--- config.mk ---
export PLATFORM = sky130hd
export DESIGN_NAME = masked_byte_pattern_scanner_top_flat
export DESIGN_NICKNAME = d
export VERILOG_FILES = /design/src/mbps_pkg.sv /design/src/mbps_if.sv /design/src/mbps_csr.sv /design/src/mbps_front.sv /design/src/mbps_fifo.sv /design/src/masked_byte_pattern_scanner_top.sv /design/src/flat_wrapper.sv
export SDC_FILE = /design/constraint.sdc
export NUM_CORES = 1
export LEC_CHECK = 0
export BUFFER_PORTS_ARGS = -buffer_cell sky130_fd_sc_hd__buf_2
export CORE_MARGIN = 1
export CORE_UTILIZATION = 59
export CTS_CLUSTER_DIAMETER = 120
export DETAILED_ROUTE_END_ITERATION = 8
export GPL_TIMING_DRIVEN = 0
export PLACE_DENSITY_LB_ADDON = 0.12
export SYNTH_ARGS = -nofsm -noshare
export SYNTH_HDL_FRONTEND = slang
export SYNTH_SLANG_ARGS = --single-unit
--- constraint.sdc ---
create_clock -name clock -period 11 [get_ports clock]
set_input_delay 1.65 -clock clock [delete_from_list [all_inputs] [get_ports clock]]
set_output_delay 1.65 -clock clock [all_outputs]
set_load 0.01 [all_outputs]
--- src/mbps_pkg.sv ---
// shared types and constants for the masked byte pattern scanner
`default_nettype none

package mbps_pkg;

   localparam int MAX_PATTERN  = 16;
   localparam int OFFSET_WIDTH = 32;
   localparam int MATCH_OFF_W  = 32;
   localparam int LEN_W        = $clog2(MAX_PATTERN + 1);
   localparam int WIN_IDX_W    = $clog2(MAX_PATTERN);
   localparam int PATTERN_W    = 64;
   localparam int CARE_W       = 16;
   localparam int STRIDE_W     = 8;
   localparam int CSR_INDEX_W  = 3;
   localparam int CSR_DATA_W   = 64;
   localparam int QUEUE_DEPTH  = 4;

   typedef enum logic [CSR_INDEX_W-1:0] {
      CSR_PATTERN_LOW    = 3'd0,
      CSR_PATTERN_HIGH   = 3'd1,
      CSR_CARE_MASK      = 3'd2,
      CSR_PAT_LEN        = 3'd3,
      CSR_SCAN_STRIDE    = 3'd4
   } csr_index_type;

   typedef struct packed {
      logic [PATTERN_W-1:0] pattern_low;
      logic [PATTERN_W-1:0] pattern_high;
      logic [CARE_W-1:0]    care_mask;
      logic [LEN_W-1:0]     pat_len;
      logic [STRIDE_W-1:0]  scan_stride;
   } cfg_type;

   typedef struct packed {
      logic                   found;
      logic [MATCH_OFF_W-1:0] match_offset;
   } result_type;

endpackage

`default_nettype wire

--- src/mbps_if.sv ---
// channel interfaces: byte input, result output and register write
`default_nettype none

interface mbps_req_if;
   logic       valid;
   logic       ready;
   logic [7:0] data_byte;
   logic       last_byte;

   modport source (output valid, output data_byte, output last_byte, input ready);
   modport sink (input valid, input data_byte, input last_byte, output ready);
endinterface

interface mbps_rsp_if;
   logic                             valid;
   logic                             ready;
   logic                             found;
   logic [mbps_pkg::MATCH_OFF_W-1:0] match_offset;

   modport source (output valid, output found, output match_offset, input ready);
   modport sink (input valid, input found, input match_offset, output ready);
endinterface

interface mbps_csr_if;
   logic                             valid;
   logic                             ready;
   logic [mbps_pkg::CSR_INDEX_W-1:0] index;
   logic [mbps_pkg::CSR_DATA_W-1:0]  data;

   modport source (output valid, output index, output data, input ready);
   modport sink (input valid, input index, input data, output ready);
endinterface

`default_nettype wire

--- src/mbps_csr.sv ---
// configuration register file
`default_nettype none

module mbps_csr (
   input  wire logic        clock,
   input  wire logic        reset,
   mbps_csr_if.sink         csr_chan,
   output mbps_pkg::cfg_type cfg
);
   import mbps_pkg::*;

   cfg_type cfg_ff;
   cfg_type cfg_in;

   assign csr_chan.ready = 1'b1;
   assign cfg            = cfg_ff;

   always_comb begin
      cfg_in = cfg_ff;
      if (csr_chan.valid) begin
         case (csr_chan.index)
            CSR_PATTERN_LOW:  cfg_in.pattern_low  = csr_chan.data;
            CSR_PATTERN_HIGH: cfg_in.pattern_high = csr_chan.data;
            CSR_CARE_MASK:    cfg_in.care_mask    = csr_chan.data[CARE_W-1:0];
            CSR_PAT_LEN:      cfg_in.pat_len      = csr_chan.data[LEN_W-1:0];
            CSR_SCAN_STRIDE:  cfg_in.scan_stride  = csr_chan.data[STRIDE_W-1:0];
            default:          cfg_in = cfg_ff;
         endcase
      end
   end

   always_ff @(posedge clock) begin
      if (reset) begin
         cfg_ff.pattern_low  <= '0;
         cfg_ff.pattern_high <= '0;
         cfg_ff.care_mask    <= '0;
         cfg_ff.pat_len      <= LEN_W'(1);
         cfg_ff.scan_stride  <= STRIDE_W'(1);
      end else begin
         cfg_ff <= cfg_in;
      end
   end

endmodule

`default_nettype wire

--- src/mbps_front.sv ---
// front end: byte window, candidate offset tracking and masked compare
`default_nettype none

module mbps_front (
   input  wire logic            clock,
   input  wire logic            reset,
   input  wire mbps_pkg::cfg_type cfg,
   input  wire logic            accept,
   input  wire logic [7:0]      data_byte,
   input  wire logic            last_byte,
   output logic                 push,
   output mbps_pkg::result_type push_data
);
   import mbps_pkg::*;

   logic [7:0]              window_ff [MAX_PATTERN];
   logic [7:0]              window_in [MAX_PATTERN];
   logic [OFFSET_WIDTH-1:0] count_ff, count_in;
   logic [STRIDE_W-1:0]     phase_ff, phase_in;
   logic                    done_ff, done_in;

   logic [LEN_W-1:0]        len_eff;
   logic [WIN_IDX_W-1:0]    len_m1;
   logic [STRIDE_W-1:0]     stride_eff;
   logic [2*PATTERN_W-1:0]  pat_bytes;
   logic [MAX_PATTERN-1:0]  byte_ok;
   logic [WIN_IDX_W-1:0]    win_idx [MAX_PATTERN];
   logic                    candidate;
   logic                    hit;
   logic [STRIDE_W:0]       phase_inc;
   logic [OFFSET_WIDTH-1:0] start_off;

   // clamp the length to 1..MAX_PATTERN and the stride to at least 1
   always_comb begin
      if (cfg.pat_len == '0) begin
         len_eff = LEN_W'(1);
      end else if (cfg.pat_len > LEN_W'(MAX_PATTERN)) begin
         len_eff = LEN_W'(MAX_PATTERN);
      end else begin
         len_eff = cfg.pat_len;
      end
      len_m1     = WIN_IDX_W'(len_eff - LEN_W'(1));
      stride_eff = (cfg.scan_stride == '0) ? STRIDE_W'(1) : cfg.scan_stride;
      pat_bytes  = {cfg.pattern_high, cfg.pattern_low};
   end

   // new window, newest byte at entry 0
   always_comb begin
      window_in[0] = data_byte;
      for (int i = 1; i < MAX_PATTERN; i++) begin
         window_in[i] = window_ff[i-1];
      end
   end

   // pattern byte j lines up with window entry len-1-j
   always_comb begin
      for (int j = 0; j < MAX_PATTERN; j++) begin
         win_idx[j] = len_m1 - WIN_IDX_W'(j);
         byte_ok[j] = (LEN_W'(j) >= len_eff) || !cfg.care_mask[j]
                      || (window_in[win_idx[j]] == pat_bytes[8*j +: 8]);
      end
   end

   always_comb begin
      candidate = count_ff >= OFFSET_WIDTH'(len_m1);
      hit       = !done_ff && candidate && (phase_ff == '0) && (&byte_ok);
      phase_inc = {1'b0, phase_ff} + (STRIDE_W+1)'(1);
      start_off = count_ff - OFFSET_WIDTH'(len_m1);

      count_in  = count_ff;
      phase_in  = phase_ff;
      done_in   = done_ff;
      push      = 1'b0;
      push_data.found        = 1'b0;
      push_data.match_offset = '0;

      if (accept) begin
         if (!done_ff) begin
            if (hit) begin
               push                   = 1'b1;
               push_data.found        = 1'b1;
               push_data.match_offset = MATCH_OFF_W'(start_off);
               done_in                = 1'b1;
            end
            if (candidate) begin
               if (phase_inc >= {1'b0, stride_eff}) begin
                  phase_in = '0;
               end else begin
                  phase_in = phase_inc[STRIDE_W-1:0];
               end
            end
            if (count_ff != '1) begin
               count_in = count_ff + OFFSET_WIDTH'(1);
            end
         end
         if (last_byte) begin
            // region ended with no match reported
            if (!hit && !done_ff) begin
               push = 1'b1;
            end
            count_in = '0;
            phase_in = '0;
            done_in  = 1'b0;
         end
      end
   end

   always_ff @(posedge clock) begin
      if (accept && !done_ff) begin
         window_ff <= window_in;
      end
   end

   always_ff @(posedge clock) begin
      if (reset) begin
         count_ff <= '0;
         phase_ff <= '0;
         done_ff  <= 1'b0;
      end else begin
         count_ff <= count_in;
         phase_ff <= phase_in;
         done_ff  <= done_in;
      end
   end

endmodule

`default_nettype wire

--- src/mbps_fifo.sv ---
// short result queue between the front end and the output channel
`default_nettype none

module mbps_fifo (
   input  wire logic                 clock,
   input  wire logic                 reset,
   input  wire logic                 push,
   input  wire mbps_pkg::result_type push_data,
   output logic                      full,
   input  wire logic                 pop,
   output mbps_pkg::result_type      pop_data,
   output logic                      empty
);
   import mbps_pkg::*;

   localparam int PTR_W = $clog2(QUEUE_DEPTH);
   localparam int CNT_W = $clog2(QUEUE_DEPTH + 1);

   result_type       mem_ff [QUEUE_DEPTH];
   logic [PTR_W-1:0] wr_ptr_ff, wr_ptr_in;
   logic [PTR_W-1:0] rd_ptr_ff, rd_ptr_in;
   logic [CNT_W-1:0] count_ff, count_in;
   logic             do_push, do_pop;

   assign full     = (count_ff == CNT_W'(QUEUE_DEPTH));
   assign empty    = (count_ff == '0);
   assign pop_data = mem_ff[rd_ptr_ff];
   assign do_push  = push && !full;
   assign do_pop   = pop && !empty;

   always_comb begin
      wr_ptr_in = wr_ptr_ff;
      rd_ptr_in = rd_ptr_ff;
      count_in  = count_ff;
      if (do_push) begin
         wr_ptr_in = (wr_ptr_ff == PTR_W'(QUEUE_DEPTH - 1)) ? '0 : wr_ptr_ff + PTR_W'(1);
      end
      if (do_pop) begin
         rd_ptr_in = (rd_ptr_ff == PTR_W'(QUEUE_DEPTH - 1)) ? '0 : rd_ptr_ff + PTR_W'(1);
      end
      if (do_push && !do_pop) begin
         count_in = count_ff + CNT_W'(1);
      end else if (do_pop && !do_push) begin
         count_in = count_ff - CNT_W'(1);
      end
   end

   always_ff @(posedge clock) begin
      if (do_push) begin
         mem_ff[wr_ptr_ff] <= push_data;
      end
   end

   always_ff @(posedge clock) begin
      if (reset) begin
         wr_ptr_ff <= '0;
         rd_ptr_ff <= '0;
         count_ff  <= '0;
      end else begin
         wr_ptr_ff <= wr_ptr_in;
         rd_ptr_ff <= rd_ptr_in;
         count_ff  <= count_in;
      end
   end

endmodule

`default_nettype wire

--- src/masked_byte_pattern_scanner_top.sv ---
// top level of the masked byte pattern scanner
`default_nettype none

// scans a memory region arriving one byte per transaction on req_chan, the
// region's final byte flagged by last_byte, for a pattern of up to 16 bytes
// held in pattern_low/pattern_high; bytes whose care_mask bit is clear match
// anything, and only start offsets that are multiples of scan_stride are tried.
// per region exactly one transaction leaves on rsp_chan: found set with the
// start offset of the first match (bytes after it up to the region's end are
// swallowed), or found clear when the region ends without one. the block then
// rearms. a byte is taken every cycle: the window shift, the sixteen masked
// byte compares and the offset bookkeeping all happen in the cycle the byte
// is accepted, and the result is written into the queue at that edge. results
// sit in a four-entry queue, so req_chan only stalls when four results are
// waiting for rsp_chan to take them. registers are written through csr_chan,
// which is always ready; writes are meant for when the block is idle
module masked_byte_pattern_scanner_top (
   input  wire logic  clock,
   input  wire logic  reset,
   mbps_req_if.sink   req_chan,
   mbps_rsp_if.source rsp_chan,
   mbps_csr_if.sink   csr_chan
);
   import mbps_pkg::*;

   cfg_type    cfg;
   logic       accept;
   logic       push;
   result_type push_data;
   result_type pop_data;
   logic       queue_full;
   logic       queue_empty;

   // register file
   mbps_csr u_csr (
      .clock    (clock),
      .reset    (reset),
      .csr_chan (csr_chan),
      .cfg      (cfg)
   );

   // each byte yields at most one result, so a free queue slot is all we need
   assign req_chan.ready = !queue_full;
   assign accept         = req_chan.valid && req_chan.ready;

   // front end: window, candidate tracking and compare
   mbps_front u_front (
      .clock     (clock),
      .reset     (reset),
      .cfg       (cfg),
      .accept    (accept),
      .data_byte (req_chan.data_byte),
      .last_byte (req_chan.last_byte),
      .push      (push),
      .push_data (push_data)
   );

   // result queue decouples the scan from the consumer
   mbps_fifo u_fifo (
      .clock     (clock),
      .reset     (reset),
      .push      (push),
      .push_data (push_data),
      .full      (queue_full),
      .pop       (rsp_chan.ready),
      .pop_data  (pop_data),
      .empty     (queue_empty)
   );

   // back end: head of the queue drives the result channel
   assign rsp_chan.valid        = !queue_empty;
   assign rsp_chan.found        = pop_data.found;
   assign rsp_chan.match_offset = pop_data.match_offset;

endmodule

`default_nettype wire

--- src/flat_wrapper.sv ---
// flat-port wrapper written by rule: the top's interface ports become plain ports
module masked_byte_pattern_scanner_top_flat import mbps_pkg::*;
  (clock, reset, req_chan_valid, req_chan_data_byte, req_chan_last_byte, req_chan_ready, rsp_chan_valid, rsp_chan_found, rsp_chan_match_offset, rsp_chan_ready, csr_chan_valid, csr_chan_index, csr_chan_data, csr_chan_ready);
  mbps_req_if req_chan_i ();
  mbps_rsp_if rsp_chan_i ();
  mbps_csr_if csr_chan_i ();
  input  wire logic clock;
  input  wire logic reset;
  input wire logic [$bits(req_chan_i.valid)-1:0] req_chan_valid;
  input wire logic [$bits(req_chan_i.data_byte)-1:0] req_chan_data_byte;
  input wire logic [$bits(req_chan_i.last_byte)-1:0] req_chan_last_byte;
  output wire logic [$bits(req_chan_i.ready)-1:0] req_chan_ready;
  output wire logic [$bits(rsp_chan_i.valid)-1:0] rsp_chan_valid;
  output wire logic [$bits(rsp_chan_i.found)-1:0] rsp_chan_found;
  output wire logic [$bits(rsp_chan_i.match_offset)-1:0] rsp_chan_match_offset;
  input wire logic [$bits(rsp_chan_i.ready)-1:0] rsp_chan_ready;
  input wire logic [$bits(csr_chan_i.valid)-1:0] csr_chan_valid;
  input wire logic [$bits(csr_chan_i.index)-1:0] csr_chan_index;
  input wire logic [$bits(csr_chan_i.data)-1:0] csr_chan_data;
  output wire logic [$bits(csr_chan_i.ready)-1:0] csr_chan_ready;
  assign req_chan_i.valid = req_chan_valid;
  assign req_chan_i.data_byte = req_chan_data_byte;
  assign req_chan_i.last_byte = req_chan_last_byte;
  assign req_chan_ready = req_chan_i.ready;
  assign rsp_chan_valid = rsp_chan_i.valid;
  assign rsp_chan_found = rsp_chan_i.found;
  assign rsp_chan_match_offset = rsp_chan_i.match_offset;
  assign rsp_chan_i.ready = rsp_chan_ready;
  assign csr_chan_i.valid = csr_chan_valid;
  assign csr_chan_i.index = csr_chan_index;
  assign csr_chan_i.data = csr_chan_data;
  assign csr_chan_ready = csr_chan_i.ready;
  masked_byte_pattern_scanner_top u_core (.clock(clock), .reset(reset), .req_chan(req_chan_i), .rsp_chan(rsp_chan_i), .csr_chan(csr_chan_i));
endmodule
==> results.txt <==
- Switching portion of total power: 31.69%
- Measured against its own limit, the worst slew margin works out to 18.53%.
- Setup Crit Path Kind: reg -> reg
- Number of vias after detailed routing: 20780
- Hold Violations, Final: 0
* Final Skew: 29.44 ps
- Based on the critical path, the design can be clocked at up to 95.01 MHz.
- Run status: complete, no violations
- In the global route stage, met1 resource usage came out at 46.33%.
* Critical register-to-register path startpoint: u_core.u_csr.cfg[12]
* Share of total power in the clock network: 32.5%
* Vias in the first global route: around 20000
- TritonCTS built the clock tree.
- Pin placement for this block handled 117 I/O pins.
- Post-Syn Area per Cell: 11.29 um^2
- The number of antenna violations at the first check in global routing was 0.
- Number of enable flip-flop cells after synthesis: ~250
- Final Max Slew Viols: 0
- Among the stages of the critical path, the cell type that occurs most often is sky130_fd_sc_hd__ha_1.
- Critical path peak fanout: 11
- Class of the tightest hold or removal check: reg -> reg
- Synthesis produced a netlist whose cell count is 2322.
- Type of origin of the critical path: register
- STA puts the critical path data arrival time at 11030 ps.
- Warnings from Yosys: 0
* Final worst path period share: 95.69%
- Compared with the post-synthesis result, the final layout area differs by 11.77%.
- The final layout contains 2604 nets.
* Transition at the pin with the smallest max-transition slack: approximately 1200 ps
* Antenna diode count: 0
* Root buffer cell: sky130_fd_sc_hd__clkbuf_16
- The number of cells on the worst reg-to-reg path is 28.
- Maximum level of the CTS H-tree: 2
- Sequential area share after synthesis: 44.68%
- Maximum capacitance violations: 0
- Iteration-0 DRC Markers: 2459
- Final critical path time including I/O delays and setup: around 11000 ps
- Die Y-Extent: 212.8 um
- Clock latency on the worst-skew pair, taken at its later pin, is 610 ps.
* Endpoint of the worst-slack reg-to-reg timing path: u_core.u_fifo.count_ff[2]
* Kind of end point of the critical path: register
- Maximum number of pins on one net before global-route repair: slightly above 70
- The die is 212.8 um wide.
- In the final layout, the share of cells above drive strength 1 is 17.46%.
* Max stage delay cell, worst path: sky130_fd_sc_hd__a2111oi_2
- R2R Setup Slk: 470 ps
* CTS clk-pin slew, worst paths: approximately 70 ps
- Seq pwr share: 42.2%
* Placer's final routability congestion estimate: 1.026
* Data required time at the worst endpoint: 11510 ps
- Wirelength, routed: 87200 um
* Share of the core filled with cells: 67.42%
- P_int: 3.537 mW
* Post-DR vias/cell: 6.666
- Mapped Area: 26210 um^2
- FF+latch count, synth: 459
* Post-detail-place hpwl: 66440 um
- For this run, design rule violations remaining after detail routing come to 0.
- Delay of the slowest cell on the worst path: 630 ps
- Worst Hold Endpoint: u_core.u_csr.cfg[2]
- Core area: 43460 um^2
- Input and output buffers added on the ports amount to roughly 110.
- In this run the static leakage power is roughly 11 nW.
- The number of hold buffers added after CTS was 0.
* Ratio of total power to cell area: 176.7 nW/um^2
* Worst-case hold slack: roughly 460 ps
- Number of iterations in the first detailed-routing pass: 6
- Global routing used 7.339% of the available met3 tracks.
* Count of cells along the worst hold path: 2
* Met2 global-route usage: 63.15%
* Num rows: 76
- The tree built by TritonCTS fans out to 459 sinks.
- In the final routed layout, each cell accounts on average for 27.98 um.
- When the netlist entered floorplanning its net count stood at 2434.
- The startpoint identified for the worst hold timing path is u_core.u_csr.cfg[2].
* Grt peak-use layer: met2
* Setup violation total in the final timing report: 0
- All-Layer GR Usage: between 30 and 40%
- Summed over all layers, the global routing overflow is 0.
* RSZ-0062 raised after global routing: false
* Number of buffers created by CTS: just under 50
- Antenna-violating nets left: 0
- Fraction of power consumed by combinational cells: 25.4%
- Number of buffers on the longest clock path: 3
* Global-route wire length before repair: approximately 130000 um
* Number of distinct library cell variants in the gate-level netlist after synthesis: 72
- Proportion of synthesized flip-flops having asynchronous set or reset: 0%
* Initial Util: approximately 60%
- For this design the total switching power over the nets is 1.641 mW.
- In the synthesized netlist the dominant register cell turns out to be sky130_fd_sc_hd__edfxtp_1.
- The die covers around 45000 um^2.
- VDD sags by at most 0.1791 mV.
worst max path at each step:
stage	startpoint	to	slack (ps)	cells after the start
2_1_floorplan	req_chan_valid	u_core.u_fifo.mem_ff[3][0]	2540	7
6_report	u_core.u_csr.cfg[12]	u_core.u_fifo.count_ff[2]	470	28
3_3_place_gp	u_core.u_csr.cfg[12]	u_core.u_fifo.mem_ff[1][14]	-720	22
3_5_place_dp	u_core.u_csr.cfg[12]	u_core.u_fifo.count_ff[2]	510	28
4_1_cts	u_core.u_csr.cfg[12]	u_core.u_fifo.count_ff[2]	450	28
5_1_grt	u_core.u_csr.cfg[12]	u_core.u_fifo.count_ff[2]	40	28
layout by cell type (no fill, tap or decap), types with 29 or more instances in the layout:
cell,instances
sky130_fd_sc_hd__buf_2,139
sky130_fd_sc_hd__a22oi_1,69
sky130_fd_sc_hd__dfxtp_1,207
sky130_fd_sc_hd__a21oi_1,210
sky130_fd_sc_hd__clkbuf_1,117
sky130_fd_sc_hd__xnor2_1,92
sky130_fd_sc_hd__nand2_1,353
sky130_fd_sc_hd__xor2_1,75
sky130_fd_sc_hd__edfxtp_1,252
sky130_fd_sc_hd__nor2_1,114
sky130_fd_sc_hd__clkbuf_16,53
sky130_fd_sc_hd__mux2i_1,213
sky130_fd_sc_hd__nand4_1,47
sky130_fd_sc_hd__inv_1,32
sky130_fd_sc_hd__mux4_2,185
sky130_fd_sc_hd__ha_1,29
cell type report:
cell class	count	area, um^2
Sequential cell	459	11710
Tap cell	585	732.0
Timing Repair Buffer	119	680.7
Clock buffer	65	1381
Inverter	39	146.4
Multi-Input combinational cell	1662	13720
Fill cell	3251	14160
Buffer	162	693.2
Clock inverter	26	237.7
power by group through the flow:
stage | sequential, mW | clock [mW] | combinational (mW)
after floorplan | 2.17 | 0 | 0.852
after global placement | 2.22 | 0 | 1.23
after CTS | 2.18 | 1.69 | 1.29
after global routing | 2.20 | 1.75 | 1.38
after detailed placement | 2.21 | 0 | 1.27
final | 2.18 | 1.68 | 1.31
critical path, delay by kind of cell, from the launching register on:
family	cells	cell delay, ps
buffers and inverters	9	3130
AND/OR/NAND/NOR	9	3090
adder cells (fa/ha/maj)	4	1360
AO/OA/AOI/OAI	3	1160
multiplexers	1	600
flip-flops	1	550
XOR/XNOR	2	470
repair_timing:
item / in CTS / in global routing
setup endpoints to repair: 0 / 1
buffers inserted: 0 / 0
gates resized for setup: 0 / 1
per-stage QoR:
step / instances / setup slack [ps] / power, mW / setup TNS [ps] / area (um^2)
floorplan: 2322 / 2535 / 3.022 / 0 / 26210
global placement: 3020 / -724.0 / 3.451 / -91460 / 27510
detailed placement: 3025 / 512.1 / 3.483 / 0 / 27670
CTS: 3116 / 452.3 / 5.150 / 0 / 29290
global route: 3117 / 35.04 / 5.322 / 0 / 29300
finish: 3117 / 474.4 / 5.178 / 0 / 29300
kinds of logic after synthesis:
kind of cell    synth area share (%)
mux                            24.03
compound gates                 8.706
fa+ha+maj                      1.651
other cells                  0.01431
simple gates                   12.16
buf+inv                        3.188
xor+xnor                       5.580
flops                          44.68
cell usage after synthesis, types with 6 or more instances:
| master | count | area share (%) |
|---|---|---|
| sky130_fd_sc_hd__nor3_1 | 16 | 0.31 |
| sky130_fd_sc_hd__buf_1 | 19 | 0.27 |
| sky130_fd_sc_hd__nand2b_1 | 10 | 0.24 |
| sky130_fd_sc_hd__nand4_1 | 47 | 1.1 |
| sky130_fd_sc_hd__or3_1 | 12 | 0.29 |
| sky130_fd_sc_hd__xnor2_1 | 92 | 3.1 |
| sky130_fd_sc_hd__inv_2 | 6 | 0.086 |
| sky130_fd_sc_hd__nor3b_1 | 7 | 0.20 |
| sky130_fd_sc_hd__nand4b_1 | 6 | 0.20 |
| sky130_fd_sc_hd__a22oi_1 | 69 | 2.0 |
| sky130_fd_sc_hd__or4_1 | 11 | 0.32 |
| sky130_fd_sc_hd__o211ai_1 | 23 | 0.66 |
| sky130_fd_sc_hd__a21oi_1 | 210 | 4.0 |
| sky130_fd_sc_hd__edfxtp_1 | 252 | 29 |
| sky130_fd_sc_hd__nand2_1 | 353 | 5.1 |
| sky130_fd_sc_hd__a21o_1 | 11 | 0.32 |
| sky130_fd_sc_hd__buf_2 | 26 | 0.50 |
| sky130_fd_sc_hd__clkbuf_1 | 107 | 1.5 |
| sky130_fd_sc_hd__buf_4 | 7 | 0.20 |
| sky130_fd_sc_hd__o31ai_1 | 7 | 0.20 |
| sky130_fd_sc_hd__inv_1 | 32 | 0.46 |
| sky130_fd_sc_hd__nor2_1 | 114 | 1.6 |
| sky130_fd_sc_hd__mux2i_1 | 213 | 8.1 |
| sky130_fd_sc_hd__and3_1 | 26 | 0.62 |
| sky130_fd_sc_hd__xor2_1 | 75 | 2.5 |
| sky130_fd_sc_hd__dfxtp_1 | 207 | 16 |
| sky130_fd_sc_hd__mux4_2 | 185 | 16 |
| sky130_fd_sc_hd__ha_1 | 29 | 1.4 |
| sky130_fd_sc_hd__nor4_1 | 24 | 0.57 |
| sky130_fd_sc_hd__o21ai_0 | 21 | 0.40 |
| sky130_fd_sc_hd__nand3_1 | 26 | 0.50 |
registers in the layout (all words and copies together) (netlist names), named ones only:
signal                    flops
u_core.u_csr.cfg            157
u_core.u_fifo.mem_ff        132
u_core.u_front.window_ff    120
u_core.u_front.count_ff      32
u_core.u_front.phase_ff       8
u_core.u_fifo.count_ff        3
u_core.u_fifo.rd_ptr_ff       2
u_core.u_fifo.wr_ptr_ff       2
u_core.u_front.done_ff        1
metal layers:
metal / vias up / routed length (um)
li1: 9098 / -
met1: 10180 / 31140
met2: 1194 / 41110
met3: 311 / 7447
met4: 0 / 7509
met5: - / 0
(Power assumes the default switching activity.)
